--- src/sv/rdls_pkg.sv ---
// Shared constants and types for the reaction-diffusion line stencil.
// No dependencies.
package rdls_pkg;

	localparam int WORD_BITS      = 32;
	localparam int FRAC_BITS      = 24;
	localparam int CFG_BITS       = 31;
	localparam int PROD_BITS      = 2 * WORD_BITS;
	localparam int SHIFT_BITS     = PROD_BITS - FRAC_BITS;
	localparam int NUM_REGS       = 5;
	localparam int REG_INDEX_BITS = $clog2(NUM_REGS);
	localparam int ADDR_BITS      = REG_INDEX_BITS + 2;
	localparam int APB_DATA_BITS  = 32;
	localparam int QUEUE_DEPTH    = 2;
	localparam int QPTR_BITS      = (QUEUE_DEPTH > 1) ? $clog2(QUEUE_DEPTH) : 1;

	localparam logic [REG_INDEX_BITS-1:0] REG_DIFF_U = REG_INDEX_BITS'(0);
	localparam logic [REG_INDEX_BITS-1:0] REG_DIFF_V = REG_INDEX_BITS'(1);
	localparam logic [REG_INDEX_BITS-1:0] REG_HALF   = REG_INDEX_BITS'(2);
	localparam logic [REG_INDEX_BITS-1:0] REG_FEED_A = REG_INDEX_BITS'(3);
	localparam logic [REG_INDEX_BITS-1:0] REG_FEED_B = REG_INDEX_BITS'(4);

	typedef logic signed [WORD_BITS-1:0] word_t;

	typedef struct packed {
		logic [CFG_BITS-1:0] diffusion_u;
		logic [CFG_BITS-1:0] diffusion_v;
		logic [CFG_BITS-1:0] half_step;
		logic [CFG_BITS-1:0] feed_a;
		logic [CFG_BITS-1:0] feed_b;
	} cfg_t;

	// one queued job: interior update of c and/or boundary pass of r
	typedef struct packed {
		logic  interior;
		logic  pass;
		logic  last;
		word_t l_u;
		word_t l_v;
		word_t c_u;
		word_t c_v;
		word_t r_u;
		word_t r_v;
	} cmd_t;

endpackage

--- src/sv/rdls_if.sv ---
// Valid/ready stream interfaces for grid samples and results.
// Depends on rdls_pkg.
interface rdls_in_if;
	logic                 valid;
	logic                 ready;
	rdls_pkg::word_t      u_sample;
	rdls_pkg::word_t      v_sample;
	logic                 line_end;

	modport source (output valid, u_sample, v_sample, line_end, input ready);
	modport sink (input valid, u_sample, v_sample, line_end, output ready);
endinterface


--- src/sv/rdls_front.sv ---
// Front end: takes samples, keeps the two-point window, issues jobs to the queue.
// Depends on rdls_pkg and rdls_in_if.
module rdls_front (
	input  logic             clk,
	input  logic             arst_n,
	rdls_in_if.sink          samples,
	input  logic             q_full,
	output logic             q_push,
	output rdls_pkg::cmd_t   q_cmd
);

	localparam logic [1:0] SEEN_NONE = 2'd0;
	localparam logic [1:0] SEEN_ONE  = 2'd1;
	localparam logic [1:0] SEEN_TWO  = 2'd2;

	logic [1:0]      seen_q;
	rdls_pkg::word_t w0_u_q, w0_v_q, w1_u_q, w1_v_q;
	logic            accept;

	assign samples.ready = !q_full;
	assign accept        = samples.valid && samples.ready;

	always_comb begin
		q_cmd.interior = (seen_q == SEEN_TWO);
		q_cmd.pass     = (seen_q == SEEN_NONE) || samples.line_end;
		q_cmd.last     = samples.line_end;
		q_cmd.l_u      = w1_u_q;
		q_cmd.l_v      = w1_v_q;
		q_cmd.c_u      = w0_u_q;
		q_cmd.c_v      = w0_v_q;
		q_cmd.r_u      = samples.u_sample;
		q_cmd.r_v      = samples.v_sample;
	end

	assign q_push = accept && (q_cmd.interior || q_cmd.pass);

	always_ff @(posedge clk or negedge arst_n) begin
		if (!arst_n) begin
			seen_q <= SEEN_NONE;
		end else if (accept) begin
			if (samples.line_end) begin
				seen_q <= SEEN_NONE;
			end else begin
				case (seen_q)
					SEEN_NONE: seen_q <= SEEN_ONE;
					default:   seen_q <= SEEN_TWO;
				endcase
			end
		end
	end

	always_ff @(posedge clk) begin
		if (accept && !samples.line_end) begin
			w1_u_q <= w0_u_q;
			w1_v_q <= w0_v_q;
			w0_u_q <= samples.u_sample;
			w0_v_q <= samples.v_sample;
		end
	end

endmodule

--- src/flat_wrapper.sv ---
// flat-port wrapper written by rule: the top's interface ports become plain ports
module rdls_front_flat 
  (clk, arst_n, q_full, q_push, q_cmd, samples_valid, samples_u_sample, samples_v_sample, samples_line_end, samples_ready);
  rdls_in_if samples_i ();
  input  logic clk;
  input  logic arst_n;
  input  logic q_full;
  output logic q_push;
  output rdls_pkg::cmd_t q_cmd;
  input wire logic [$bits(samples_i.valid)-1:0] samples_valid;
  input wire logic [$bits(samples_i.u_sample)-1:0] samples_u_sample;
  input wire logic [$bits(samples_i.v_sample)-1:0] samples_v_sample;
  input wire logic [$bits(samples_i.line_end)-1:0] samples_line_end;
  output wire logic [$bits(samples_i.ready)-1:0] samples_ready;
  assign samples_i.valid = samples_valid;
  assign samples_i.u_sample = samples_u_sample;
  assign samples_i.v_sample = samples_v_sample;
  assign samples_i.line_end = samples_line_end;
  assign samples_ready = samples_i.ready;
  rdls_front u_core (.clk(clk), .arst_n(arst_n), .samples(samples_i), .q_full(q_full), .q_push(q_push), .q_cmd(q_cmd));
endmodule
--- config.mk ---
export PLATFORM = sky130hd
export DESIGN_NAME = rdls_front_flat
export DESIGN_NICKNAME = d
export VERILOG_FILES = /design/src/sv/rdls_pkg.sv /design/src/sv/rdls_if.sv /design/src/sv/rdls_front.sv /design/src/flat_wrapper.sv
export SDC_FILE = /design/constraint.sdc
export NUM_CORES = 1
export LEC_CHECK = 0
export BUFFER_PORTS_ARGS = -buffer_cell sky130_fd_sc_hd__buf_2
export CAP_MARGIN = 15
export CELL_PAD_IN_SITES_DETAIL_PLACEMENT = 1
export CELL_PAD_IN_SITES_GLOBAL_PLACEMENT = 1
export CORE_MARGIN = 1
export CORE_UTILIZATION = 35
export CTS_CLUSTER_DIAMETER = 100
export CTS_CLUSTER_SIZE = 16
export DETAILED_ROUTE_END_ITERATION = 8
export GPL_ROUTABILITY_DRIVEN = 0
export PLACE_DENSITY = 0.89
export SLEW_MARGIN = 30
export SYNTH_ARGS = -nofsm -noshare
export SYNTH_HDL_FRONTEND = slang
export SYNTH_SLANG_ARGS = --single-unit
--- constraint.sdc ---
create_clock -name clk -period 1.3 [get_ports clk]
set_input_delay 0.325 -clock clk [delete_from_list [all_inputs] [get_ports clk]]
set_output_delay 0.325 -clock clk [all_outputs]
set_load 0.01 [all_outputs]
==> metrics.cfg, run 1 <==
[status]
outcome=finished with violations
failed_checks=setup timing

[synthesis]
syn_area_um2=4460
yosysSeqAreaShare_pct=87.2
synthSimpleGateAreaFrac_pct=0.869
syn-mean-instance-area_um2=21.7
synthXorXnorAreaFrac_pct=0
yosysTopAreaCell=edfxtp_1
synth_compound_area_share_pct=0.449
synth_top_area_share_pct=86.1
synth.area.top_cells=edfxtp_1 86%, buf_4 11%, dfrtp_1 1.1%
syn-num-nets=275
synth-adder-area-share_pct=0
muxShareOfSynthArea_pct=0.336
synth_seq_cells=130
synth_cell_types=13
synth_top_family_by_area=buffers and inverters
ys_warn_count=0
syn_inst=206

[worst_setup_path]
slowest_delay_ns=0.44
crit_chain=o21ai_1 > buf_2
timing.rr.end=u_core.seen_q[1]$_DFFE_PN0P_
worst-path-buf-inv=1
endpoint=q_cmd[193]
ff2ff_path_depth=2
crit_type=register to output port
rrSetupSlack_ns=0.34
critical-path-top-delay-family=flip-flops
critPathRequiredTime_ns=0.98
worst_setup_path_start_kind=register
worstPathArrival_ns=1.11
worstSetupStartpoint=u_core.seen_q[0]$_DFFE_PN0P_
cp_slowest_cell=dfrtp_2
endpoint_kind=output port
crit_cells=2
crit_fanout=6
r2r-start=u_core.seen_q[0]$_DFFE_PN0P_

[die]
dieWidth_um=115
core_area_um2=12200
dieArea_um2=13200
num_rows=40
fp.dieH_um=115
ios=266
start_util_pct=36.5

[detailed_routing]
ant_nets=0
vias=2722
first_pass_iters=4
drt-initial-drc-count=102
wire_per_inst_um=16.9
drc=0
wirelength_mm=11.1
routed_via_density=4.16

[timing]
rsz0062_at_grt=true
slew_headroom_pct=78.1
setup_viol=4
clock.fmax_ghz=0.697
layout_min_cycle_time_ns=1.43
setup_tns_ns=-0.380
fin_ws_ns=-0.134
finalHoldViolations=0
clock_skew_ns=0.00441
holdWs_ns=0.107
finalCritPeriodShare_pct=110
tightest_slew_ns=0.328
slew_violations=0

[clocking]
clock_tree.root_cell=clkbuf_16
cts_tree=yes
clock_path_buffers=2
tritoncts.num_buffers=17
cts.clk_slew.worst_paths_ns=0.06
htreeDepth=4
insertion_delay_ns=0.40
cts.sinks=130

[pwr]
combPwrFrac_pct=7.0
swShare_pct=19.4
p_leak_nw=2.86
total_power_mw=10.8
power_density_nw_per_um2=1640
pwr-share-seq_pct=45.0
power_frac_clock_pct=48.0
internal_power_mw=8.73
power.switching_mw=2.10
ir_drop_mv=0.939

[cells_and_area]
final_common_cell=buf_2
fin_util_pct=54.1
layout_common_cells=261 x buf_2, 128 x edfxtp_1, 45 x buf_4
num-nets-final=543
diodes=0
final_cells=655
final_area_um2=6610
syn_to_final_growth_pct=48.0
drive_gt1_share_pct=71.3

[placed_design]
io_buffers=265
placed_area_um2=5660
dp_cells=588
dp_hpwl_mm=8.27
place_ws_ns=-0.125

[worst_hold_path]
hp-class=input port to register
hold_depth=1

[grt]
grt_pass1_wl_mm=15.0
grt_pass1_vias=2701
antenna_found_initial=0
grt_use_total_pct=16.0
grt_overflow=0
grt_max_degree=62

[job]
maxCapViolCount=0

==> final cells by class <==
type	count	area, um2
clock buffers	21	440
well taps	168	210
inverters	2	7.51
multi-input cells	9	85.1
fillers	1258	5610
flip-flops and latches	130	3890
repair buffers	314	1760
clock inverters	11	209
==> what timing repair did <==
| action | in CTS | in global routing |
|---|---|---|
| resized for setup | 1 | 6 |
| hold endpoints to repair | 2 | 0 |
| setup endpoints to repair | 36 | 62 |
| pin swaps | 1 | 0 |
| hold buffers | 1 | 0 |
| buffers inserted | 18 | 16 |
==> state kept, by name, indices dropped and copies added (netlist names) <==
signal,count
u_core.w0_u_q,32
u_core.w0_v_q,32
u_core.seen_q,2
u_core.w1_v_q,32
u_core.w1_u_q,32
==> cells in the mapped netlist <==
cell,number
a21oi_1,1
and3b_2,1
buf_4,65
dfrtp_1,2
edfxtp_1,128
inv_1,2
mux2_4,1
nand2b_4,1
nor2_1,1
nor2b_1,1
nor3_1,1
o21ai_0,1
o22a_2,1
==> power by group through the flow <==
stage / clock, mW / sequential, mW / combinational [mW]
floorplan: 0 / 5.00 / 0.320
global placement: 0 / 4.94 / 0.660
detailed placement: 0 / 4.95 / 0.689
CTS: 5.32 / 4.87 / 0.733
global route: 5.48 / 4.88 / 0.816
finish: 5.20 / 4.87 / 0.760
==> worst min-delay path by stage <==
| stage | from | end | slack [ns] |
|---|---|---|---|
| after floorplan | arst_n | u_core.seen_q[0]$_DFFE_PN0P_ | 0.03 |
| after global placement | arst_n | u_core.seen_q[1]$_DFFE_PN0P_ | 0.12 |
| after detailed placement | arst_n | u_core.seen_q[1]$_DFFE_PN0P_ | 0.12 |
| after CTS | samples_v_sample[7] | u_core.w0_v_q[7]$_DFFE_PP_ | 0.09 |
| after global routing | samples_u_sample[30] | u_core.w0_u_q[30]$_DFFE_PP_ | 0.08 |
| final | samples_v_sample[7] | u_core.w0_v_q[7]$_DFFE_PP_ | 0.11 |
==> worst reg2reg max path, stage by stage, from the launching register on <==
cell and delay (ns):
dfrtp_2 0.44, and3b_2 0.21, o22a_2 0.19
==> cells by family after synthesis <==
| family | count (synthesis) |
|---|---|
| AO/OA/AOI/OAI | 3 |
| flip-flops | 130 |
| AND/OR/NAND/NOR | 5 |
| buffers and inverters | 67 |
| multiplexers | 1 |
==> per-layer routing <==
metal	track usage [%]	vias up	wire, um
met5	0	-	0
met3	6.22	17	893
met2	28.8	155	6060
met1	15.9	1306	3890
met4	8.57	0	228
li1	-	1244	-
Power figures use the tool's default switching activity.
==> run 2: changes to the inputs <==
- RECOVER_POWER: default -> 50
- SETUP_SLACK_MARGIN: default -> 0.2
==> run 2 against run 1 <==
Register-to-register slack about the same. Core utilization up 0.51 points. First-iteration DRC count up 4.9%. Sequential cell count unchanged. Routed wire length up 1.2%. The flow still finishes with violations (setup timing). Combinational power down 2.9%. Critical path depth unchanged. Clock skew about the same. Non-clock buffer count up 5.
==> metrics.cfg, run 2 (synthesis gave the netlist of run 1 again) <==
[status]
outcome=finished with violations
failed_checks=setup timing

[timing]
finalCritPeriodShare_pct=110  ; about the same
clock_skew_ns=0.00445  ; +0.0000432 ns
finalHoldViolations=0  ; unchanged
setup_tns_ns=-4.43  ; -4.05 ns
slew_headroom_pct=69.3  ; -8.8 points
layout_min_cycle_time_ns=1.44  ; +0.00129 ns
rsz0062_at_grt=true
fin_ws_ns=-0.135  ; -0.00129 ns
clock.fmax_ghz=0.697  ; about the same
setup_viol=64  ; +60
slew_violations=0  ; unchanged
tightest_slew_ns=0.460  ; +0.132 ns

[grt]
grt_overflow=0  ; unchanged
grt_use_total_pct=16.1  ; +0.12 points
grt_max_degree=62  ; unchanged
grt_pass1_wl_mm=15.1  ; +0.87%
antenna_found_initial=0  ; unchanged
grt_pass1_vias=2721  ; +0.74%

[worst_setup_path]
critical-path-top-delay-family=flip-flops
cp_slowest_cell=dfrtp_2
slowest_delay_ns=0.44  ; about the same
worstSetupStartpoint=u_core.seen_q[0]$_DFFE_PN0P_
worst-path-buf-inv=1  ; unchanged
crit_type=register to output port
worst_setup_path_start_kind=register
crit_chain=o21ai_1 > buf_2
worstPathArrival_ns=1.11  ; about the same
r2r-start=u_core.seen_q[0]$_DFFE_PN0P_
endpoint_kind=output port
critPathRequiredTime_ns=0.98  ; about the same
crit_fanout=6  ; unchanged

[detailed_routing]
drc=0  ; unchanged
first_pass_iters=4  ; unchanged
vias=2754  ; +1.2%
wire_per_inst_um=17.0  ; +0.45%
routed_via_density=4.17  ; +0.41%
drt-initial-drc-count=107  ; +4.9%
wirelength_mm=11.2  ; +1.2%
ant_nets=0  ; unchanged

[die]
start_util_pct=36.5  ; unchanged
ios=266  ; unchanged
num_rows=40  ; unchanged
core_area_um2=12200  ; unchanged
dieWidth_um=115  ; unchanged
fp.dieH_um=115  ; unchanged
dieArea_um2=13200  ; unchanged

[placed_design]
io_buffers=265  ; unchanged
dp_hpwl_mm=8.27  ; unchanged
placed_area_um2=5660  ; unchanged

[cells_and_area]
num-nets-final=548  ; +0.92%
num-fill-cells=1294  ; +2.9%
syn_to_final_growth_pct=49.4
fin_util_pct=54.6  ; +0.51 points
diodes=0  ; unchanged
final_area_um2=6670  ; +0.95%
final_common_cell=buf_2
layout_common_cells=140 x buf_2, 128 x edfxtp_1, 99 x clkbuf_1
drive_gt1_share_pct=52.0  ; -19 points

[pwr]
ir_drop_mv=0.898  ; -4.4%
p_leak_nw=2.67  ; -6.6%
power_density_nw_per_um2=1620  ; -1.1%

[clocking]
htreeDepth=4  ; unchanged
clock_tree.root_cell=clkbuf_16
tritoncts.num_buffers=17  ; unchanged
cts.clk_slew.worst_paths_ns=0.06  ; about the same
cts_tree=yes
clock_path_buffers=2  ; unchanged
cts.sinks=130  ; unchanged
insertion_delay_ns=0.40  ; about the same

[worst_hold_path]
hp-class=input port to register
worstHoldStart=samples_v_sample[7]

[job]
maxCapViolCount=0  ; unchanged

-- run 2: cell count changes in the layout (fill, tap and decap cells not counted) --
cell,delta
buf_6,+27
clkbuf_1,+95
clkbuf_2,+1
buf_2,-121
buf_4,-17
buf_12,-1
nor2_4,-1
nor2_1,+1
clkbuf_4,+21
-- run 2: final timing paths --
path	slack (ns)	to	cells after the start
worst max-delay path	-0.14	q_cmd[193]	2
worst min-delay path	0.11	u_core.w0_v_q[7]$_DFFE_PP_	1
worst max register to register	0.34	u_core.seen_q[1]$_DFFE_PN0P_	2
worst min register to register	0.45	u_core.w1_u_q[29]$_DFFE_PP_	0
max in group asynchronous	0.88	u_core.seen_q[0]$_DFFE_PN0P_	2
min in group asynchronous	0.25	u_core.seen_q[0]$_DFFE_PN0P_	2
-- run 2: layout make-up --
class / instances / area, um2 / area share, %
inverter: 2 / 7.51 / 0.113
sequential: 130 / 3890 / 58.4
tap: 168 / 210 / 3.15
clock buffer: 21 / 440 / 6.60
multi-input combinational: 9 / 77.6 / 1.16
timing repair buffer: 319 / 1830 / 27.4
clock inverter: 11 / 209 / 3.13
-- run 2: where the power goes --
part | internal, mW | leakage (nW) | switching [mW]
sequential | 4.78 | 1.20 | 0.0912
clock | 3.58 | 0.309 | 1.62
combinational | 0.342 | 1.16 | 0.396
-- run 2: repair_timing --
item / 4_1_cts / 5_1_grt
hold buffers: 1 / 0
resized for setup: 18 / 18
setup buffers: 23 / 16
pin swaps: 1 / 0
setup endpoints to repair: 131 / 131
endpoints found under the hold margin: 2 / 0
-- run 2: through the flow --
step	setup WS, ns	total power, mW	hold slack [ns]	cells
6_report	-0.135	10.8	0.112	660
5_1_grt	-0.196	11.2	0.0846	660
3_3_place_gp	-0.0960	5.60	0.117	588
2_1_floorplan	-1.48	5.32	0.0294	206
3_5_place_dp	-0.125	5.64	0.123	588
4_1_cts	-0.166	10.9	0.0873	644
-- run 2: worst reg2reg max path, cell delays in order, from the launching register on --
cell	delay, ns
dfrtp_2	0.44
and3b_2	0.21
o22a_2	0.19
-- run 2: layer usage --
layer  GRT usage [%]  vias up  routed length, um
li1                -     1252                  -
met3            6.17       17                881
met4            8.57        0                223
met1            16.0     1326               3990
met2            29.2      159               6120
met5               0        -                  0
