File: src/sv/rdls_pkg.sv
// Shared constants and types for the reaction-diffusion line stencil.
// No dependencies.
package rdls_pkg;

	localparam int WORD_BITS      = 32;
	localparam int FRAC_BITS      = 24;
	localparam int CFG_BITS       = 31;
	localparam int PROD_BITS      = 2 * WORD_BITS;
	localparam int SHIFT_BITS     = PROD_BITS - FRAC_BITS;
	localparam int NUM_REGS       = 5;
	localparam int REG_INDEX_BITS = $clog2(NUM_REGS);
	localparam int ADDR_BITS      = REG_INDEX_BITS + 2;
	localparam int APB_DATA_BITS  = 32;
	localparam int QUEUE_DEPTH    = 2;
	localparam int QPTR_BITS      = (QUEUE_DEPTH > 1) ? $clog2(QUEUE_DEPTH) : 1;

	localparam logic [REG_INDEX_BITS-1:0] REG_DIFF_U = REG_INDEX_BITS'(0);
	localparam logic [REG_INDEX_BITS-1:0] REG_DIFF_V = REG_INDEX_BITS'(1);
	localparam logic [REG_INDEX_BITS-1:0] REG_HALF   = REG_INDEX_BITS'(2);
	localparam logic [REG_INDEX_BITS-1:0] REG_FEED_A = REG_INDEX_BITS'(3);
	localparam logic [REG_INDEX_BITS-1:0] REG_FEED_B = REG_INDEX_BITS'(4);

	typedef logic signed [WORD_BITS-1:0] word_t;

	typedef struct packed {
		logic [CFG_BITS-1:0] diffusion_u;
		logic [CFG_BITS-1:0] diffusion_v;
		logic [CFG_BITS-1:0] half_step;
		logic [CFG_BITS-1:0] feed_a;
		logic [CFG_BITS-1:0] feed_b;
	} cfg_t;

	// one queued job: interior update of c and/or boundary pass of r
	typedef struct packed {
		logic  interior;
		logic  pass;
		logic  last;
		word_t l_u;
		word_t l_v;
		word_t c_u;
		word_t c_v;
		word_t r_u;
		word_t r_v;
	} cmd_t;

endpackage

File: src/sv/rdls_queue.sv
// Short job queue between the front end and the update engine.
// Depends on rdls_pkg.
module rdls_queue (
	input  logic             clk,
	input  logic             arst_n,
	input  logic             push,
	input  rdls_pkg::cmd_t   push_cmd,
	output logic             full,
	input  logic             pop,
	output rdls_pkg::cmd_t   pop_cmd,
	output logic             nonempty
);

	localparam logic [rdls_pkg::QPTR_BITS-1:0] PTR_LAST =
		rdls_pkg::QPTR_BITS'(rdls_pkg::QUEUE_DEPTH - 1);
	localparam logic [rdls_pkg::QPTR_BITS:0] COUNT_FULL =
		(rdls_pkg::QPTR_BITS + 1)'(rdls_pkg::QUEUE_DEPTH);

	rdls_pkg::cmd_t                  entries_q [rdls_pkg::QUEUE_DEPTH];
	logic [rdls_pkg::QPTR_BITS-1:0]  wr_ptr_q, rd_ptr_q;
	logic [rdls_pkg::QPTR_BITS:0]    count_q;
	logic                            do_push, do_pop;

	assign full     = (count_q == COUNT_FULL);
	assign nonempty = (count_q != '0);
	assign do_push  = push && !full;
	assign do_pop   = pop && nonempty;
	assign pop_cmd  = entries_q[rd_ptr_q];

	always_ff @(posedge clk or negedge arst_n) begin
		if (!arst_n) begin
			wr_ptr_q <= '0;
			rd_ptr_q <= '0;
			count_q  <= '0;
		end else begin
			if (do_push) begin
				wr_ptr_q <= (wr_ptr_q == PTR_LAST) ? '0 : wr_ptr_q + 1'b1;
			end
			if (do_pop) begin
				rd_ptr_q <= (rd_ptr_q == PTR_LAST) ? '0 : rd_ptr_q + 1'b1;
			end
			if (do_push && !do_pop) begin
				count_q <= count_q + 1'b1;
			end else if (do_pop && !do_push) begin
				count_q <= count_q - 1'b1;
			end
		end
	end

	always_ff @(posedge clk) begin
		if (do_push) begin
			entries_q[wr_ptr_q] <= push_cmd;
		end
	end

endmodule

File: config.mk
export PLATFORM = sky130hd
export DESIGN_NAME = rdls_queue
export DESIGN_NICKNAME = d
export VERILOG_FILES = /design/src/sv/rdls_pkg.sv /design/src/sv/rdls_queue.sv
export SDC_FILE = /design/constraint.sdc
export NUM_CORES = 1
export LEC_CHECK = 0
export ABC_AREA = 1
export BUFFER_PORTS_ARGS = -buffer_cell sky130_fd_sc_hd__buf_2
export CAP_MARGIN = 20
export CORE_ASPECT_RATIO = 2
export CORE_MARGIN = 5
export CORE_UTILIZATION = 47
export DETAILED_ROUTE_END_ITERATION = 8
export GPL_ROUTABILITY_DRIVEN = 0
export PLACE_DENSITY_LB_ADDON = 0.3
export SLEW_MARGIN = 20
export SYNTH_ARGS = -nofsm -noshare
export SYNTH_HDL_FRONTEND = slang
export SYNTH_SLANG_ARGS = --single-unit
export TNS_END_PERCENT = 5
File: constraint.sdc
create_clock -name clk -period 9.9 [get_ports clk]
set_input_delay 1.98 -clock clk [delete_from_list [all_inputs] [get_ports clk]]
set_output_delay 1.98 -clock clk [all_outputs]
set_load 0.03 [all_outputs]
==> impl_metrics.sql, run 1 <==
INSERT INTO impl_metrics (metric_group, metric, value, unit) VALUES
('worst_setup_path', 'r2r_setup_slack', '6980', 'ps'),
('layout', 'areaGrowthSynthToFinish', '22.6', '%'),
('clock_network', 'clock_root_buffer', 'sky130_fd_sc_hd__clkbuf_16', ''),
('sta', 'finalHoldViolCount', '0', ''),
('sta', 'timing.max_slew.rel_slack', '27.2', '%'),
('die', 'initial_cell_density_of_the_core', '47.2', '%'),
('run_status', 'run_status', 'finished clean', ''),
('die', 'ios', '396', ''),
('worst_hold_path', 'whs_endpoint', 'count_q[1]', ''),
('sta', 'final-setup-viol-count', '0', ''),
('layout', 'fraction_of_final_layout_cells_with_drive_strength_greater_than_1', '30.8', '%'),
('sta', 'rsz0062_at_grt', 'false', ''),
('clock_network', 'cts.sink_count', '394', ''),
('clock_network', 'cts_tree', 'yes', ''),
('worst_setup_path', 'rr_startpoint', 'count_q[1]', ''),
('worst_setup_path', 'path_max_fanout', '102', ''),
('pwr', 'p_sw_share', '40.9', '%'),
('die', 'floorplan.die.height', '258', 'um'),
('clock_network', 'cts-buffers-inserted', '35', ''),
('worst_setup_path', 'timing.critical_path.to_type', 'output port', ''),
('sta', 'min_period', '5220', 'ps'),
('place', 'numPortBuffers', '395', ''),
('worst_setup_path', 'criticalPathCategory', 'reg -> out', ''),
('worst_setup_path', 'critical_path.startpoint_type', 'flop', ''),
('global_routing', 'via_count_of_the_first_global_routing_pass', '8944', ''),
('synthesis', 'netlist_area', '0.0145', 'sq mm'),
('global_routing', 'grt_start_max_net_pins', '123', ''),
('synthesis', 'syn-mean-instance-area', '13.8', 'sq um'),
('worst_hold_path', 'hold-path-cell-count', '2', ''),
('routing', 'ant_nets', '0', ''),
('sta', 'clock-skew-final', '12.9', 'ps'),
('clock_network', 'clock_tree.htree_level_count', '2', ''),
('job', 'maxCapViolCount', '0', ''),
('pwr', 'total_leakage_power', '7.63', 'nW'),
('pwr', 'power.share.combinational', '38.9', '%'),
('worst_setup_path', 'cp.required', '7920', 'ps'),
('worst_setup_path', 'worst_setup_startpoint', 'rd_ptr_q', ''),
('clock_network', 'cts_hold_buffers', '0', ''),
('routing', 'drt-pass1-iter-count', '4', ''),
('synthesis', 'synth_seq_cells', '394', ''),
('global_routing', 'grt_pass1_wl', '47800', 'um'),
('pwr', 'pwr-share-clk', '21.3', '%'),
('routing', 'drt_wl_total', '31400', 'um'),
('pwr', 'max-vdd-ir-drop', '214', 'uV'),
('routing', 'drcViolationCount', '0', ''),
('layout', 'most-common-layout-cells', 'sky130_fd_sc_hd__nand2_1 (596), sky130_fd_sc_hd__buf_2 (395), sky130_fd_sc_hd__edfxtp_1 (390)', ''),
('die', 'die_w', '134', 'um'),
('die', 'floorplan.die_area', '0.0346', 'sq mm'),
('synthesis', 'synth.distinct_cells', '14', ''),
('synthesis', 'synthCells', '1050', ''),
('pwr', 'power_per_cell_area', '335', 'mW/mm^2'),
('place', 'place_area', '0.0167', 'sq mm'),
('clock_network', 'buffer_depth_of_the_longest_clock_path', '3', ''),
('synthesis', 'yosysSeqAreaShare', '81.7', '%'),
('global_routing', 'globalRouteTotalUtil', '17.5', '%'),
('die', 'rows', '91', ''),
('synthesis', 'synthesis.nets', '1250', ''),
('worst_setup_path', 'cp.arrival', '3240', 'ps'),
('clock_network', 'clk_transition_reported_paths', '70', 'ps'),
('sta', 'final_min_period_over_clock_period', '52.7', '%'),
('worst_hold_path', 'hold_path.startpoint', 'count_q[1]', ''),
('worst_setup_path', 'worst-r2r-cell-count', '6', ''),
('worst_hold_path', 'min_path_type', 'reg -> reg', ''),
('worst_setup_path', 'reg2reg_to', 'entries_q[0][115]', ''),
('global_routing', 'grt_overflow', '0', ''),
('sta', 'maximum_operating_frequency', '0.192', 'GHz'),
('synthesis', 'yosys_warnings', '0', ''),
('pwr', 'reg_power_share', '39.8', '%'),
('global_routing', 'grt_antenna_before_repair', '7', ''),
('clock_network', 'clk-insertion-delay-late', '510', 'ps'),
('routing', 'vias', '8872', '');
## worst max-delay path by stage
stage / endpoint
after global placement: pop_cmd[97]
after detailed placement: pop_cmd[186]
after global routing: pop_cmd[118]
final: pop_cmd[121]
after floorplan: entries_q[1][0]
after CTS: pop_cmd[186]
## worst max-delay path: stages, from the launching register on
cell	delay, ps
sky130_fd_sc_hd__dfrtp_4	430
sky130_fd_sc_hd__buf_4	740
sky130_fd_sc_hd__buf_4	950
sky130_fd_sc_hd__nand2_1	100
sky130_fd_sc_hd__nand2_1	150
sky130_fd_sc_hd__buf_2	210
## per-layer routing
layer  GRT usage, %  up-vias  part of all wire (%)
met5              0        -                  0.23
met4           4.63       10                   1.7
met1           21.7     4129                    39
met2           28.8      343                    48
li1               -     4339                     -
met3           6.90       51                    11
## synth_stat cells (all sizes together)
cell type / n / area (sq um)
nand3: 2 / 10.0
nand2: 596 / 2240
edfxtp: 390 / 11700
o21ai: 1 / 5.00
buf: 43 / 315
nand4: 1 / 6.26
inv: 8 / 32.5
xnor2: 1 / 8.76
nor2: 3 / 11.3
dfrtp: 4 / 100
ha: 1 / 12.5
## stage by stage
step                worst slack (ps)  power (mW)  util [%]  cells  hold slack [ps]
floorplan                       2270        4.11         -   1050              442
detailed placement              5210        4.73      54.4   1781              460
CTS                             4640        6.01      57.8   1841              475
global placement                5240        4.70      54.4   1781              457
global route                    4370        6.26      57.8   1841              524
finish                          4680        5.93      57.8   1843              472
## kinds of logic (layout without fill, tap and decap cells)
logic type,Yosys count,after routing,synth area share [%]
AOI/OAI and AO/OA,1,1,0.0346
xor gates and xnor gates,1,1,0.0606
DFF,394,394,81.7
and+or+nand+nor,602,602,15.7
buffers and inverters,51,470,2.41
adders and majority gates,1,1,0.0866
other,0,2,0
## sequential cells by signal, indices dropped and copies added, names as in the netlist
signal     flops
entries_q    390
wr_ptr_q       1
rd_ptr_q       1
count_q        2
## power by group through the flow
stage               clock (mW)  combinational [mW]  sequential [mW]
global route              1.37                2.50             2.39
floorplan                    0                1.67             2.44
CTS                       1.30                2.34             2.36
detailed placement           0                2.33             2.40
global placement             0                2.31             2.39
finish                    1.27                2.31             2.36
## cell type report
type	count	area [sq um]
repair buffers	402	2030
clock buffers	44	952
multi-input cells	605	2300
flip-flops and latches	394	11800
inverters	8	42.5
clock inverters	16	104
diodes	2	5.00
fillers	2426	12900
well taps	372	465
Note: power is estimated with default switching activity, not from simulation.
==> run 2, diff against run 1 <==
ABC_AREA = 0   (was 1)
CORE_UTILIZATION = 50   (was 47)
clock period = 5.3 ns   (was 9.9 ns; I/O delays follow)
==> impl_metrics.sql, run 2 <==
INSERT INTO impl_metrics (metric_group, metric, value, unit) VALUES
('layout', 'area_used_by_multi_input_combinational_logic', '0.00282', 'sq mm'),
('routing', 'drt_iter0_markers', '343', ''),
('routing', 'ant_nets', '0', ''),
('synthesis', 'leading_cell_type_by_number_of_instances_after_synthesis', 'sky130_fd_sc_hd__edfxtp_1', ''),
('sta', 'timing.max_slew.rel_slack', '49.5', '%'),
('worst_hold_path', 'min_path_type', 'in -> async', ''),
('worst_setup_path', 'timing.critical_path.to_type', 'output port', ''),
('synthesis', 'syn-mean-instance-area', '23.7', 'sq um'),
('worst_setup_path', 'cp_slowest_stage_delay', '840', 'ps'),
('sta', 'min_period', '3590', 'ps'),
('worst_setup_path', 'worst-path-buf-inv', '2', ''),
('sta', 'final_min_period_over_clock_period', '67.8', '%'),
('synthesis', 'yosysSeqAreaShare', '79.6', '%'),
('place', 'dp_worst_setup_slack', '2230', 'ps'),
('layout', 'sequential_cell_area', '0.0118', 'sq mm'),
('layout', 'design.final.nets', '1245', ''),
('run_status', 'run_status', 'finished clean', ''),
('layout', 'final_common_cell', 'sky130_fd_sc_hd__buf_2', ''),
('global_routing', 'grt_overflow', '0', ''),
('routing', 'drcViolationCount', '0', ''),
('clock_network', 'cts.sink_count', '394', ''),
('sta', 'worst_pin_slew', '755', 'ps'),
('synthesis', 'netlist_area', '0.0148', 'sq mm'),
('pwr', 'total_leakage_power', '7.26', 'nW'),
('synthesis', 'yosys.area.top_type', 'sky130_fd_sc_hd__edfxtp_1', ''),
('layout', 'largestRegisters', 'entries_q (390), count_q (2)', ''),
('worst_setup_path', 'critical_path.startpoint_type', 'flop', ''),
('sta', 'rsz0062_at_grt', 'false', ''),
('sta', 'timing.final.max_slew_violations', '0', ''),
('sta', 'clock-skew-final', '8.13', 'ps'),
('pwr', 'power_per_cell_area', '613', 'mW/mm^2'),
('synthesis', 'ys_top_cells_by_area', 'sky130_fd_sc_hd__edfxtp_1 (79%), sky130_fd_sc_hd__mux2_4 (14%), sky130_fd_sc_hd__mux2_2 (4.2%)', ''),
('place', 'dp_hpwl', '22500', 'um'),
('die', 'floorplan.die.height', '254', 'um'),
('die', 'floorplan.die_area', '0.0334', 'sq mm'),
('routing', 'drt_wl_total', '31500', 'um'),
('place', 'place_area', '0.0172', 'sq mm'),
('layout', 'layout.cell_area.non_filler', '0.0184', 'sq mm'),
('synthesis', 'yosys.area.top_type_share', '78.9', '%'),
('sta', 'post-route-worst-setup-slack', '1710', 'ps'),
('routing', 'route.detailed.vias_per_inst', '5.07', ''),
('synthesis', 'synthCells', '626', ''),
('sta', 'final.hold.worst_slack', '347', 'ps'),
('die', 'die_w', '132', 'um'),
('worst_setup_path', 'critical-path-top-delay-family', 'flip-flops', ''),
('die', 'core-area', '0.0294', 'sq mm'),
('sta', 'fin_tns_setup', '0', 'ps'),
('clock_network', 'clock_root_buffer', 'sky130_fd_sc_hd__clkbuf_16', ''),
('die', 'rows', '89', ''),
('synthesis', 'synth_async_sr_flop_share', '1.02', '%'),
('worst_setup_path', 'path_max_fanout', '75', ''),
('sta', 'maximum_operating_frequency', '0.278', 'GHz'),
('synthesis', 'synth.distinct_cells', '15', ''),
('clock_network', 'cts_tree', 'yes', ''),
('worst_setup_path', 'critical_path.cell_chain', 'buf_12 -> mux2_4 -> buf_2', ''),
('layout', 'layout.filler_cells', '2134', ''),
('clock_network', 'clk-insertion-delay-late', '510', 'ps'),
('layout', 'most-common-layout-cells', 'sky130_fd_sc_hd__buf_2 (395), sky130_fd_sc_hd__edfxtp_1 (390), sky130_fd_sc_hd__mux2_4 (140)', ''),
('synthesis', 'most_used_standard_cells_in_the_synthesized_netlist', 'sky130_fd_sc_hd__edfxtp_1 (390), sky130_fd_sc_hd__mux2_4 (140), sky130_fd_sc_hd__mux2_2 (55)', ''),
('layout', 'fraction_of_final_layout_cells_with_drive_strength_greater_than_1', '61.1', '%'),
('clock_network', 'cts_hold_buffers', '0', ''),
('pwr', 'max-vdd-ir-drop', '401', 'uV'),
('routing', 'drt-pass1-iter-count', '4', ''),
('worst_setup_path', 'cp.required', '4240', 'ps'),
('routing', 'vias', '7332', ''),
('die', 'ios', '396', ''),
('synthesis', 'yosys_warnings', '0', ''),
('global_routing', 'via_count_of_the_first_global_routing_pass', '7937', ''),
('global_routing', 'grt_antenna_before_repair', '15', ''),
('sta', 'finalHoldViolCount', '0', ''),
('global_routing', 'grt_pass1_wl', '45700', 'um'),
('clock_network', 'clock_tree.htree_level_count', '2', ''),
('job', 'maxCapViolCount', '0', ''),
('routing', 'route.detailed.wl_per_inst', '21.8', 'um'),
('synthesis', 'synthesis.nets', '826', ''),
('die', 'initial_cell_density_of_the_core', '50.5', '%'),
('worst_setup_path', 'worst_path_max_delay_cell', 'sky130_fd_sc_hd__dfrtp_4', ''),
('global_routing', 'globalRouteTotalUtil', '18.1', '%'),
('synthesis', 'synth_seq_cells', '394', ''),
('sta', 'final-setup-viol-count', '0', ''),
('clock_network', 'buffer_depth_of_the_longest_clock_path', '3', ''),
('clock_network', 'cts.repair_timing.setup_buffer_count', '0', ''),
('place', 'numPortBuffers', '395', ''),
('worst_setup_path', 'criticalPathCategory', 'reg -> out', ''),
('clock_network', 'cts-buffers-inserted', '34', ''),
('layout', 'areaGrowthSynthToFinish', '23.8', '%'),
('layout', 'registers.top_by_ff_count', 'entries_q', ''),
('worst_setup_path', 'cp.arrival', '2530', 'ps'),
('synthesis', 'synth-edff-count', '390', ''),
('pwr', 'report.power.total', '11.3', 'mW'),
('layout', 'flip_flop_count_of_the_largest_register_all_copies_and_words_added', '390', ''),
('clock_network', 'post_cts_resized', '0', ''),
('global_routing', 'grt_start_max_net_pins', '111', ''),
('clock_network', 'clk_transition_reported_paths', '70', 'ps'),
('synthesis', 'postSynth.topFlopCell', 'sky130_fd_sc_hd__edfxtp_1', '');
==> run 2: cell count changes after synthesis, sizes merged, moves of 2 or more <==
cell   previous run  this run
nand2           596         2
xor2              0         2
buf              43        22
inv               8         2
mux2              0       195
nand3             2         0
xnor2             1         3
==> run 2: path summary, 6_finish.rpt <==
kind / from / endpoint / slack [ps] / cells past startpoint
max: rd_ptr_q / pop_cmd[53] / 1710 / 3
min in group clk: count_q[1] / count_q[1] / 490 / 1
max reg2reg: count_q[0] / entries_q[0][38] / 2950 / 4
min reg2reg: count_q[1] / count_q[1] / 490 / 1
min: arst_n / rd_ptr_q / 350 / 1
max in group asynchronous: arst_n / rd_ptr_q / 4810 / 1
==> run 2: worst reg2reg max path, stage by stage, from the launching register on <==
cell                       delay [ps]
sky130_fd_sc_hd__dfrtp_1          400
sky130_fd_sc_hd__nand2b_1         190
sky130_fd_sc_hd__nand2_1          150
sky130_fd_sc_hd__nor2_4           610
sky130_fd_sc_hd__buf_12           530
==> run 2: per-layer routing <==
layer / part of all wire (%) / up-vias / global-route usage, %
met5: 0.10 / - / 0
met4: 3.9 / 6 / 8.80
met3: 6.3 / 59 / 4.87
met2: 58 / 275 / 34.7
met1: 32 / 3646 / 17.5
li1: - / 3346 / -
==> run 2: cell families after synthesis <==
logic type               count (synthesis)  share of synthesized area (%)
XOR/XNOR                                 5                          0.295
AND/OR/NAND/NOR                          7                          0.228
adder cells (fa/ha/maj)                  1                         0.0843
multiplexers                           195                           18.3
buffers and inverters                   24                           1.51
flip-flops                             394                           79.6
==> run 2: final cells by class <==
cell class	count	area share, %
multi-input combinational	208	15.4
timing repair buffer	405	11.6
antenna	12	0.163
inverter	2	0.0409
tap	364	2.48
sequential	394	64.3
clock inverter	17	0.824
clock buffer	45	5.20
==> run 2: per-stage QoR <==
| stage | util, % | std cells |
|---|---|---|
| finish | 62.5 | 1447 |
| global route | 62.5 | 1446 |
| CTS | 62.4 | 1435 |
| detailed placement | 58.6 | 1373 |
| global placement | 58.5 | 1372 |
| floorplan | - | 626 |
==> run 2: where the power goes <==
group          internal (mW)  switching (mW)  total, mW
Combinational           1.61            2.71       4.33
Clock                   1.39            1.05       2.44
Sequential              4.26           0.233       4.49
