===== src/sv/rdls_pkg.sv =====
// Shared constants and types for the reaction-diffusion line stencil.
// No dependencies.
package rdls_pkg;

	localparam int WORD_BITS      = 32;
	localparam int FRAC_BITS      = 24;
	localparam int CFG_BITS       = 31;
	localparam int PROD_BITS      = 2 * WORD_BITS;
	localparam int SHIFT_BITS     = PROD_BITS - FRAC_BITS;
	localparam int NUM_REGS       = 5;
	localparam int REG_INDEX_BITS = $clog2(NUM_REGS);
	localparam int ADDR_BITS      = REG_INDEX_BITS + 2;
	localparam int APB_DATA_BITS  = 32;
	localparam int QUEUE_DEPTH    = 2;
	localparam int QPTR_BITS      = (QUEUE_DEPTH > 1) ? $clog2(QUEUE_DEPTH) : 1;

	localparam logic [REG_INDEX_BITS-1:0] REG_DIFF_U = REG_INDEX_BITS'(0);
	localparam logic [REG_INDEX_BITS-1:0] REG_DIFF_V = REG_INDEX_BITS'(1);
	localparam logic [REG_INDEX_BITS-1:0] REG_HALF   = REG_INDEX_BITS'(2);
	localparam logic [REG_INDEX_BITS-1:0] REG_FEED_A = REG_INDEX_BITS'(3);
	localparam logic [REG_INDEX_BITS-1:0] REG_FEED_B = REG_INDEX_BITS'(4);

	typedef logic signed [WORD_BITS-1:0] word_t;

	typedef struct packed {
		logic [CFG_BITS-1:0] diffusion_u;
		logic [CFG_BITS-1:0] diffusion_v;
		logic [CFG_BITS-1:0] half_step;
		logic [CFG_BITS-1:0] feed_a;
		logic [CFG_BITS-1:0] feed_b;
	} cfg_t;

	// one queued job: interior update of c and/or boundary pass of r
	typedef struct packed {
		logic  interior;
		logic  pass;
		logic  last;
		word_t l_u;
		word_t l_v;
		word_t c_u;
		word_t c_v;
		word_t r_u;
		word_t r_v;
	} cmd_t;

endpackage


===== src/sv/rdls_if.sv =====


interface rdls_out_if;
	logic                 valid;
	logic                 ready;
	rdls_pkg::word_t      u_result;
	rdls_pkg::word_t      v_result;
	logic                 line_last;
	logic                 saturated;

	modport source (output valid, u_result, v_result, line_last, saturated, input ready);
	modport sink (input valid, u_result, v_result, line_last, saturated, output ready);
endinterface


===== src/sv/rdls_back.sv =====
// Update engine: runs the stencil update through one shared multiplier and
// holds the result register. Depends on rdls_pkg and rdls_out_if.
module rdls_back (
	input  logic             clk,
	input  logic             arst_n,
	input  rdls_pkg::cfg_t   cfg,
	input  logic             q_nonempty,
	input  rdls_pkg::cmd_t   q_cmd,
	output logic             q_pop,
	rdls_out_if.source       results
);

	localparam int W = rdls_pkg::WORD_BITS;
	localparam rdls_pkg::word_t WORD_MAX = {1'b0, {(W-1){1'b1}}};
	localparam rdls_pkg::word_t WORD_MIN = {1'b1, {(W-1){1'b0}}};

	typedef struct packed {
		logic            hit;
		rdls_pkg::word_t val;
	} sat_t;

	typedef enum logic [13:0] {
		ST_IDLE = 14'b00000000000001,
		ST_LAP  = 14'b00000000000010,
		ST_MDU  = 14'b00000000000100,
		ST_MDV  = 14'b00000000001000,
		ST_MUU  = 14'b00000000010000,
		ST_MBU  = 14'b00000000100000,
		ST_MUUV = 14'b00000001000000,
		ST_WUUV = 14'b00000010000000,
		ST_SUM  = 14'b00000100000000,
		ST_MHU  = 14'b00001000000000,
		ST_MHV  = 14'b00010000000000,
		ST_WHV  = 14'b00100000000000,
		ST_FIN  = 14'b01000000000000,
		ST_PASS = 14'b10000000000000
	} state_t;

	function automatic sat_t clamp_wide(input logic signed [W:0] s);
		sat_t r;
		r.hit = (s[W] != s[W-1]);
		r.val = r.hit ? (s[W] ? WORD_MIN : WORD_MAX) : s[W-1:0];
		return r;
	endfunction

	function automatic sat_t sat_add(input rdls_pkg::word_t a, input rdls_pkg::word_t b);
		logic signed [W:0] s;
		s = {a[W-1], a} + {b[W-1], b};
		return clamp_wide(s);
	endfunction

	function automatic sat_t sat_sub(input rdls_pkg::word_t a, input rdls_pkg::word_t b);
		logic signed [W:0] s;
		s = {a[W-1], a} - {b[W-1], b};
		return clamp_wide(s);
	endfunction

	// floor shift by the fraction width, then clamp to the word range
	function automatic sat_t fix_product(input logic signed [rdls_pkg::PROD_BITS-1:0] p);
		logic [rdls_pkg::SHIFT_BITS-1:0] q;
		sat_t                            r;
		q     = rdls_pkg::SHIFT_BITS'(p >>> rdls_pkg::FRAC_BITS);
		r.hit = !((&q[rdls_pkg::SHIFT_BITS-1:W-1]) || !(|q[rdls_pkg::SHIFT_BITS-1:W-1]));
		r.val = r.hit ? (q[rdls_pkg::SHIFT_BITS-1] ? WORD_MIN : WORD_MAX) : q[W-1:0];
		return r;
	endfunction

	state_t                                   state_q;
	rdls_pkg::cmd_t                           cmd_q;
	logic signed [rdls_pkg::PROD_BITS-1:0]    prod_q;
	rdls_pkg::word_t                          mul_a, mul_b;
	rdls_pkg::word_t                          lap_u_q, lap_v_q, diff_u_q, diff_v_q;
	rdls_pkg::word_t                          uu_q, bu_q, uuv_q, xu_q, xv_q;
	rdls_pkg::word_t                          su_q, sv_q, hu_q, hv_q;
	logic                                     hit_q;
	logic                                     out_valid_q, out_last_q, out_sat_q;
	rdls_pkg::word_t                          out_u_q, out_v_q;
	logic                                     slot_free, load;
	rdls_pkg::word_t                          ru, rv, hh, fa, fb;
	sat_t                                     fixed;
	sat_t                                     rl_u, cc_u, lap_u, rl_v, cc_v, lap_v;
	sat_t                                     a_uuv, b1u, xu, xv, su, sv, res_u, res_v;

	assign ru = rdls_pkg::word_t'({1'b0, cfg.diffusion_u});
	assign rv = rdls_pkg::word_t'({1'b0, cfg.diffusion_v});
	assign hh = rdls_pkg::word_t'({1'b0, cfg.half_step});
	assign fa = rdls_pkg::word_t'({1'b0, cfg.feed_a});
	assign fb = rdls_pkg::word_t'({1'b0, cfg.feed_b});

	assign slot_free = !out_valid_q || results.ready;
	assign load      = slot_free && ((state_q == ST_FIN) || (state_q == ST_PASS));
	assign q_pop     = (state_q == ST_IDLE) && q_nonempty;

	assign results.valid     = out_valid_q;
	assign results.u_result  = out_u_q;
	assign results.v_result  = out_v_q;
	assign results.line_last = out_last_q;
	assign results.saturated = out_sat_q;

	always_comb begin
		mul_a = '0;
		mul_b = '0;
		unique case (state_q)
			ST_MDU:  begin mul_a = ru;   mul_b = lap_u_q;   end
			ST_MDV:  begin mul_a = rv;   mul_b = lap_v_q;   end
			ST_MUU:  begin mul_a = cmd_q.c_u; mul_b = cmd_q.c_u; end
			ST_MBU:  begin mul_a = fb;   mul_b = cmd_q.c_u; end
			ST_MUUV: begin mul_a = uu_q; mul_b = cmd_q.c_v; end
			ST_MHU:  begin mul_a = hh;   mul_b = xu_q;      end
			ST_MHV:  begin mul_a = hh;   mul_b = xv_q;      end
			default: begin end
		endcase
	end

	always_comb begin
		fixed = fix_product(prod_q);
		rl_u  = sat_add(cmd_q.r_u, cmd_q.l_u);
		cc_u  = sat_add(cmd_q.c_u, cmd_q.c_u);
		lap_u = sat_sub(rl_u.val, cc_u.val);
		rl_v  = sat_add(cmd_q.r_v, cmd_q.l_v);
		cc_v  = sat_add(cmd_q.c_v, cmd_q.c_v);
		lap_v = sat_sub(rl_v.val, cc_v.val);
		a_uuv = sat_add(fa, uuv_q);
		b1u   = sat_add(bu_q, cmd_q.c_u);
		xu    = sat_sub(a_uuv.val, b1u.val);
		xv    = sat_sub(bu_q, uuv_q);
		su    = sat_add(cmd_q.c_u, diff_u_q);
		sv    = sat_add(cmd_q.c_v, diff_v_q);
		res_u = sat_add(su_q, hu_q);
		res_v = sat_add(sv_q, hv_q);
	end

	always_ff @(posedge clk or negedge arst_n) begin
		if (!arst_n) begin
			state_q     <= ST_IDLE;
			out_valid_q <= 1'b0;
		end else begin
			if (load) begin
				out_valid_q <= 1'b1;
			end else if (results.ready) begin
				out_valid_q <= 1'b0;
			end
			unique case (state_q)
				ST_IDLE: begin
					if (q_nonempty) begin
						state_q <= q_cmd.interior ? ST_LAP : ST_PASS;
					end
				end
				ST_LAP:  state_q <= ST_MDU;
				ST_MDU:  state_q <= ST_MDV;
				ST_MDV:  state_q <= ST_MUU;
				ST_MUU:  state_q <= ST_MBU;
				ST_MBU:  state_q <= ST_MUUV;
				ST_MUUV: state_q <= ST_WUUV;
				ST_WUUV: state_q <= ST_SUM;
				ST_SUM:  state_q <= ST_MHU;
				ST_MHU:  state_q <= ST_MHV;
				ST_MHV:  state_q <= ST_WHV;
				ST_WHV:  state_q <= ST_FIN;
				ST_FIN: begin
					if (slot_free) begin
						state_q <= cmd_q.pass ? ST_PASS : ST_IDLE;
					end
				end
				ST_PASS: begin
					if (slot_free) begin
						state_q <= ST_IDLE;
					end
				end
				default: state_q <= ST_IDLE;
			endcase
		end
	end

	// datapath; each product lands in prod_q in the state after the one that selects its operands
	always_ff @(posedge clk) begin
		prod_q <= mul_a * mul_b;
		unique case (state_q)
			ST_IDLE: begin
				if (q_nonempty) begin
					cmd_q <= q_cmd;
					hit_q <= 1'b0;
				end
			end
			ST_LAP: begin
				lap_u_q <= lap_u.val;
				lap_v_q <= lap_v.val;
				hit_q   <= hit_q | rl_u.hit | cc_u.hit | lap_u.hit
				           | rl_v.hit | cc_v.hit | lap_v.hit;
			end
			ST_MDV: begin
				diff_u_q <= fixed.val;
				hit_q    <= hit_q | fixed.hit;
			end
			ST_MUU: begin
				diff_v_q <= fixed.val;
				hit_q    <= hit_q | fixed.hit;
			end
			ST_MBU: begin
				uu_q  <= fixed.val;
				hit_q <= hit_q | fixed.hit;
			end
			ST_MUUV: begin
				bu_q  <= fixed.val;
				hit_q <= hit_q | fixed.hit;
			end
			ST_WUUV: begin
				uuv_q <= fixed.val;
				hit_q <= hit_q | fixed.hit;
			end
			ST_SUM: begin
				xu_q  <= xu.val;
				xv_q  <= xv.val;
				su_q  <= su.val;
				sv_q  <= sv.val;
				hit_q <= hit_q | a_uuv.hit | b1u.hit | xu.hit | xv.hit | su.hit | sv.hit;
			end
			ST_MHV: begin
				hu_q  <= fixed.val;
				hit_q <= hit_q | fixed.hit;
			end
			ST_WHV: begin
				hv_q  <= fixed.val;
				hit_q <= hit_q | fixed.hit;
			end
			ST_FIN: begin
				if (slot_free) begin
					out_u_q    <= res_u.val;
					out_v_q    <= res_v.val;
					out_last_q <= 1'b0;
					out_sat_q  <= hit_q | res_u.hit | res_v.hit;
				end
			end
			ST_PASS: begin
				if (slot_free) begin
					out_u_q    <= cmd_q.r_u;
					out_v_q    <= cmd_q.r_v;
					out_last_q <= cmd_q.last;
					out_sat_q  <= 1'b0;
				end
			end
			default: begin end
		endcase
	end

endmodule


===== src/flat_wrapper.sv =====
// flat-port wrapper written by rule: the top's interface ports become plain ports
module rdls_back_flat 
  (clk, arst_n, cfg, q_nonempty, q_cmd, q_pop, results_valid, results_u_result, results_v_result, results_line_last, results_saturated, results_ready);
  rdls_out_if results_i ();
  input  logic clk;
  input  logic arst_n;
  input  rdls_pkg::cfg_t cfg;
  input  logic q_nonempty;
  input  rdls_pkg::cmd_t q_cmd;
  output logic q_pop;
  output wire logic [$bits(results_i.valid)-1:0] results_valid;
  output wire logic [$bits(results_i.u_result)-1:0] results_u_result;
  output wire logic [$bits(results_i.v_result)-1:0] results_v_result;
  output wire logic [$bits(results_i.line_last)-1:0] results_line_last;
  output wire logic [$bits(results_i.saturated)-1:0] results_saturated;
  input wire logic [$bits(results_i.ready)-1:0] results_ready;
  assign results_valid = results_i.valid;
  assign results_u_result = results_i.u_result;
  assign results_v_result = results_i.v_result;
  assign results_line_last = results_i.line_last;
  assign results_saturated = results_i.saturated;
  assign results_i.ready = results_ready;
  rdls_back u_core (.clk(clk), .arst_n(arst_n), .cfg(cfg), .q_nonempty(q_nonempty), .q_cmd(q_cmd), .q_pop(q_pop), .results(results_i));
endmodule

===== config.mk =====
export PLATFORM = sky130hd
export DESIGN_NAME = rdls_back_flat
export DESIGN_NICKNAME = d
export VERILOG_FILES = /design/src/sv/rdls_pkg.sv /design/src/sv/rdls_if.sv /design/src/sv/rdls_back.sv /design/src/flat_wrapper.sv
export SDC_FILE = /design/constraint.sdc
export NUM_CORES = 2
export LEC_CHECK = 0
export ABC_CLOCK_PERIOD_IN_PS = 11600
export BUFFER_PORTS_ARGS = -buffer_cell sky130_fd_sc_hd__buf_2
export CAP_MARGIN = 10
export CELL_PAD_IN_SITES_DETAIL_PLACEMENT = 1
export CELL_PAD_IN_SITES_GLOBAL_PLACEMENT = 1
export CORE_UTILIZATION = 25
export CTS_BUF_LIST = sky130_fd_sc_hd__clkbuf_4 sky130_fd_sc_hd__clkbuf_8
export DETAILED_ROUTE_END_ITERATION = 8
export MAX_ROUTING_LAYER = met4
export PLACE_DENSITY_LB_ADDON = 0.25
export SETUP_SLACK_MARGIN = 0.05
export SLEW_MARGIN = 20
export SYNTH_ARGS = -nofsm -noshare
export SYNTH_HDL_FRONTEND = slang
export SYNTH_SLANG_ARGS = --single-unit

===== constraint.sdc =====
create_clock -name clk -period 11.6 [get_ports clk]
set_input_delay 3.48 -clock clk [delete_from_list [all_inputs] [get_ports clk]]
set_output_delay 3.48 -clock clk [all_outputs]
set_load 0.01 [all_outputs]

==> flow_metrics.py <==
metrics = {
    "outcome": {
        "run_status": "completed",
    },
    "finish": {
        "fillCellCount": 37165,
        "drive_gt1_share_pct": 13.69,
        "final_cells": 13536,
        "top_register": "u_core.cmd_q",
        "area_growth_syn_to_layout_pct": 16.47,
        "largestRegisters": "u_core.cmd_q: 194 flops, u_core.prod_q: 40 flops",
        "multi_input_area_mm2": 0.05463,
        "largest_register_ffs": 194,
        "nets": 11105,
        "seq_area_mm2": 0.02151,
    },
    "detailed_routing": {
        "via_count": 67045,
        "first_pass_iters": 7,
        "ant_nets": 0,
        "vias_per_cell": 4.953,
        "route.detailed.wl_per_inst_um": 27.49,
        "first_iter_violations": 4837,
        "routed_wl_um": 372200,
        "drc": 0,
    },
    "floorplan": {
        "initial_core_util_pct": 25.16,
        "pin_count": 422,
        "core_mm2": 0.3245,
        "die_w_um": 573.5,
        "die_area_mm2": 0.3290,
        "rows": 209,
        "die_h_um": 573.5,
    },
    "sta": {
        "fin_crit_ns": 10.93,
        "fin_skew_ns": 0.08962,
        "fmax_mhz": 91.51,
        "slew_viol_final": 0,
        "worst_pin_slew_ns": 1.269,
        "slew_headroom_pct": 14.51,
        "fin_crit_sh_pct": 94.21,
        "rsz0062_at_grt": "no",
        "hold_viol_final": 0,
        "setup_viol": 0,
    },
    "global_routing": {
        "met2_usage_pct": 36.41,
        "grt_pass1_vias": 71661,
        "gr-total-overflow": 0,
        "grt_util_met3_pct": 2.137,
        "grt_pass1_wl_um": 526200,
        "antenna_found_initial": 67,
        "grtUsageMet1_pct": 30.66,
        "track_usage_pct": 22.93,
        "grt_start_max_net_pins": 128,
        "top_usage_layer": "met2",
    },
    "yosys": {
        "synth_commonest_cells": "1209 x inv_1, 1093 x fa_1, 828 x nand2_1, 728 x nor2_1, 677 x edfxtp_1",
        "ys.flop_type": "edfxtp_1",
        "synth-edff-count": 677,
        "yosys.cell_count.top_type": "inv_1",
        "yosysTopAreaCell": "fa_1",
        "ys_ff_latch": 732,
        "synth_cell_types": 106,
        "synth-warning-count": 0,
        "syn-num-nets": 10378,
        "syn_inst": 8362,
        "yosysSeqAreaShare_pct": 26.34,
        "synth_top_area_share_pct": 26.79,
        "ys_top_cells_by_area": "fa_1 27%, edfxtp_1 25%, ha_1 8.7%",
        "avgSynthCellArea_um2": 9.766,
        "async_flop_share_pct": 2.049,
        "synth_area_mm2": 0.08167,
    },
    "cts": {
        "cts_buffer_depth": 4,
        "cts_buffers": 141,
        "clkSinkCount": 732,
        "cts.clk_slew.worst_paths_ns": 0.07,
        "ctsResizeCount": 0,
        "hold_buffers": 0,
        "cts_setup_buffers": 0,
        "tritoncts": "done",
        "insertion_delay_ns": 0.92,
        "cts-root-buf": "clkbuf_8",
        "htree_levels": 4,
    },
    "power_and_ir_drop": {
        "p_per_area_mw_per_mm2": 165.6,
        "p_leak_nw": 41.97,
        "finalPower_mw": 15.75,
        "power_switching_mw": 7.491,
        "p_seq_share_pct": 25.6,
        "clkPwrFrac_pct": 17.3,
        "irDropWorstVdd_mv": 0.1962,
        "combPwrFrac_pct": 57.1,
        "intPower_mw": 8.262,
        "switching_share_pct": 47.55,
    },
    "worst_setup_path": {
        "cp.arrival_ns": 11.68,
        "regToRegSetupSlack_ns": 0.67,
        "crit_fanout": 22,
        "max_stage_delay_ns": 0.77,
        "cp_common_cell": "fa_1",
        "crit_family": "adder cells",
        "cp-end-kind": "register",
        "cp.buffers_inverters": 7,
        "required_ns": 12.35,
        "reg2reg_from": "u_core.state_q[12]$_DFFE_PN0P_",
        "criticalPathCategory": "reg -> reg",
        "critPathSlowestCell": "fa_1",
        "reg2reg_depth": 32,
        "timing.rr.end": "u_core.prod_q[63]$_DFF_P_",
        "crit_cells": 32,
        "worstSetupStartpointType": "register",
    },
    "placement": {
        "post-place-cells": 13271,
        "place_hpwl_um": 309200,
        "gp_congestion": 0.9409,
        "portBuffers": 421,
    },
    "hold_path": {
        "worstHoldEndpoint": "u_core.uu_q[31]$_DFFE_PN_",
        "hold_depth": 0,
        "hp-start": "u_core.prod_q[63]$_DFF_P_",
        "worstHoldPathType": "reg -> reg",
    },
    "run": {
        "cap_viol_max_count": 0,
    },
}
[metal layers]
metal / part of all wire [%] / vias to the layer above / routed length, µm
li1: - / 29611 / -
met1: 45 / 35238 / 167400
met2: 47 / 1802 / 173400
met3: 4.6 / 394 / 17190
met4: 3.8 / 0 / 14190
met5: 0 / - / 0
[cells by family after synthesis]
logic type,share of synthesized area [%]
AOI/OAI and AO/OA,14.20
xor gates and xnor gates,4.020
adders and majority gates,36.26
buffers and inverters,7.167
DFF,26.34
muxes,0.05209
and+or+nand+nor,11.97
[cell usage in the layout (no fill, tap or decap), drive strengths merged, types with 18 or more instances in the layout]
cell,count
maj3,61
a31oi,42
o31ai,29
ha,569
a22oi,97
nand2b,84
a21oi,574
and3,68
o21a,74
a222oi,39
or3,22
o22a,20
inv,1209
a211o,19
xnor2,246
diode,20
clkinv,49
nand4,48
and2,64
a21boi,18
nor2,729
o211ai,32
nand2,828
a221o,18
nand3,109
nor3,64
nor2b,49
edfxtp,677
a21o,225
nor4,27
o21bai,64
xor2,128
fa,1093
buf,927
clkbuf,182
a221oi,26
o21ai,340
a211oi,43
dfxtp,40
or2,27
[cell type report]
type                            count  share of cell area [%]
Inverter                         1209                   4.771
Antenna cell                       20                 0.05262
Timing Repair Buffer              927                   6.524
Sequential cell                   732                   22.61
Multi-Input combinational cell   6078                   57.43
Clock buffer                      182                   2.403
Clock inverter                     63                  0.5196
Tap cell                         4325                   5.689
[worst max-delay path by stage]
stage	startpoint	endpoint	slack [ns]
6_report	u_core.state_q[12]$_DFFE_PN0P_	u_core.prod_q[63]$_DFF_P_	0.67
5_1_grt	u_core.state_q[8]$_DFFE_PN0P_	u_core.prod_q[63]$_DFF_P_	0.16
4_1_cts	cfg[136]	u_core.prod_q[55]$_DFF_P_	0.73
3_5_place_dp	cfg[136]	u_core.prod_q[59]$_DFF_P_	-0.18
3_3_place_gp	cfg[136]	u_core.prod_q[59]$_DFF_P_	-0.09
2_1_floorplan	q_nonempty	q_pop	0.17
[power groups by stage]
stage | Sequential [mW] | Combinational [mW] | Clock [mW]
final | 4.04 | 9.00 | 2.72
after global routing | 4.05 | 9.69 | 2.89
after CTS | 4.04 | 8.95 | 2.80
after detailed placement | 4.08 | 8.87 | 0
after global placement | 4.09 | 8.77 | 0
after floorplan | 3.91 | 5.59 | 0
[metrics by stage]
| stage | hold WS (ns) | TNS (ns) | area (µm²) | setup WS (ns) | util, % |
|---|---|---|---|---|---|
| after floorplan | 0.5203 | 0 | 81670 | 0.1707 | - |
| after global placement | 0.5207 | -0.3224 | 92280 | -0.08636 | 28.44 |
| after detailed placement | 0.5179 | -0.7787 | 92280 | -0.1790 | 28.44 |
| after CTS | 0.4955 | 0 | 95060 | 0.7295 | 29.29 |
| after global routing | 0.5230 | 0 | 95090 | 0.1635 | 29.30 |
| final | 0.5105 | 0 | 95120 | 0.6721 | 29.31 |
No activity file was read; power rests on OpenSTA's default activity.
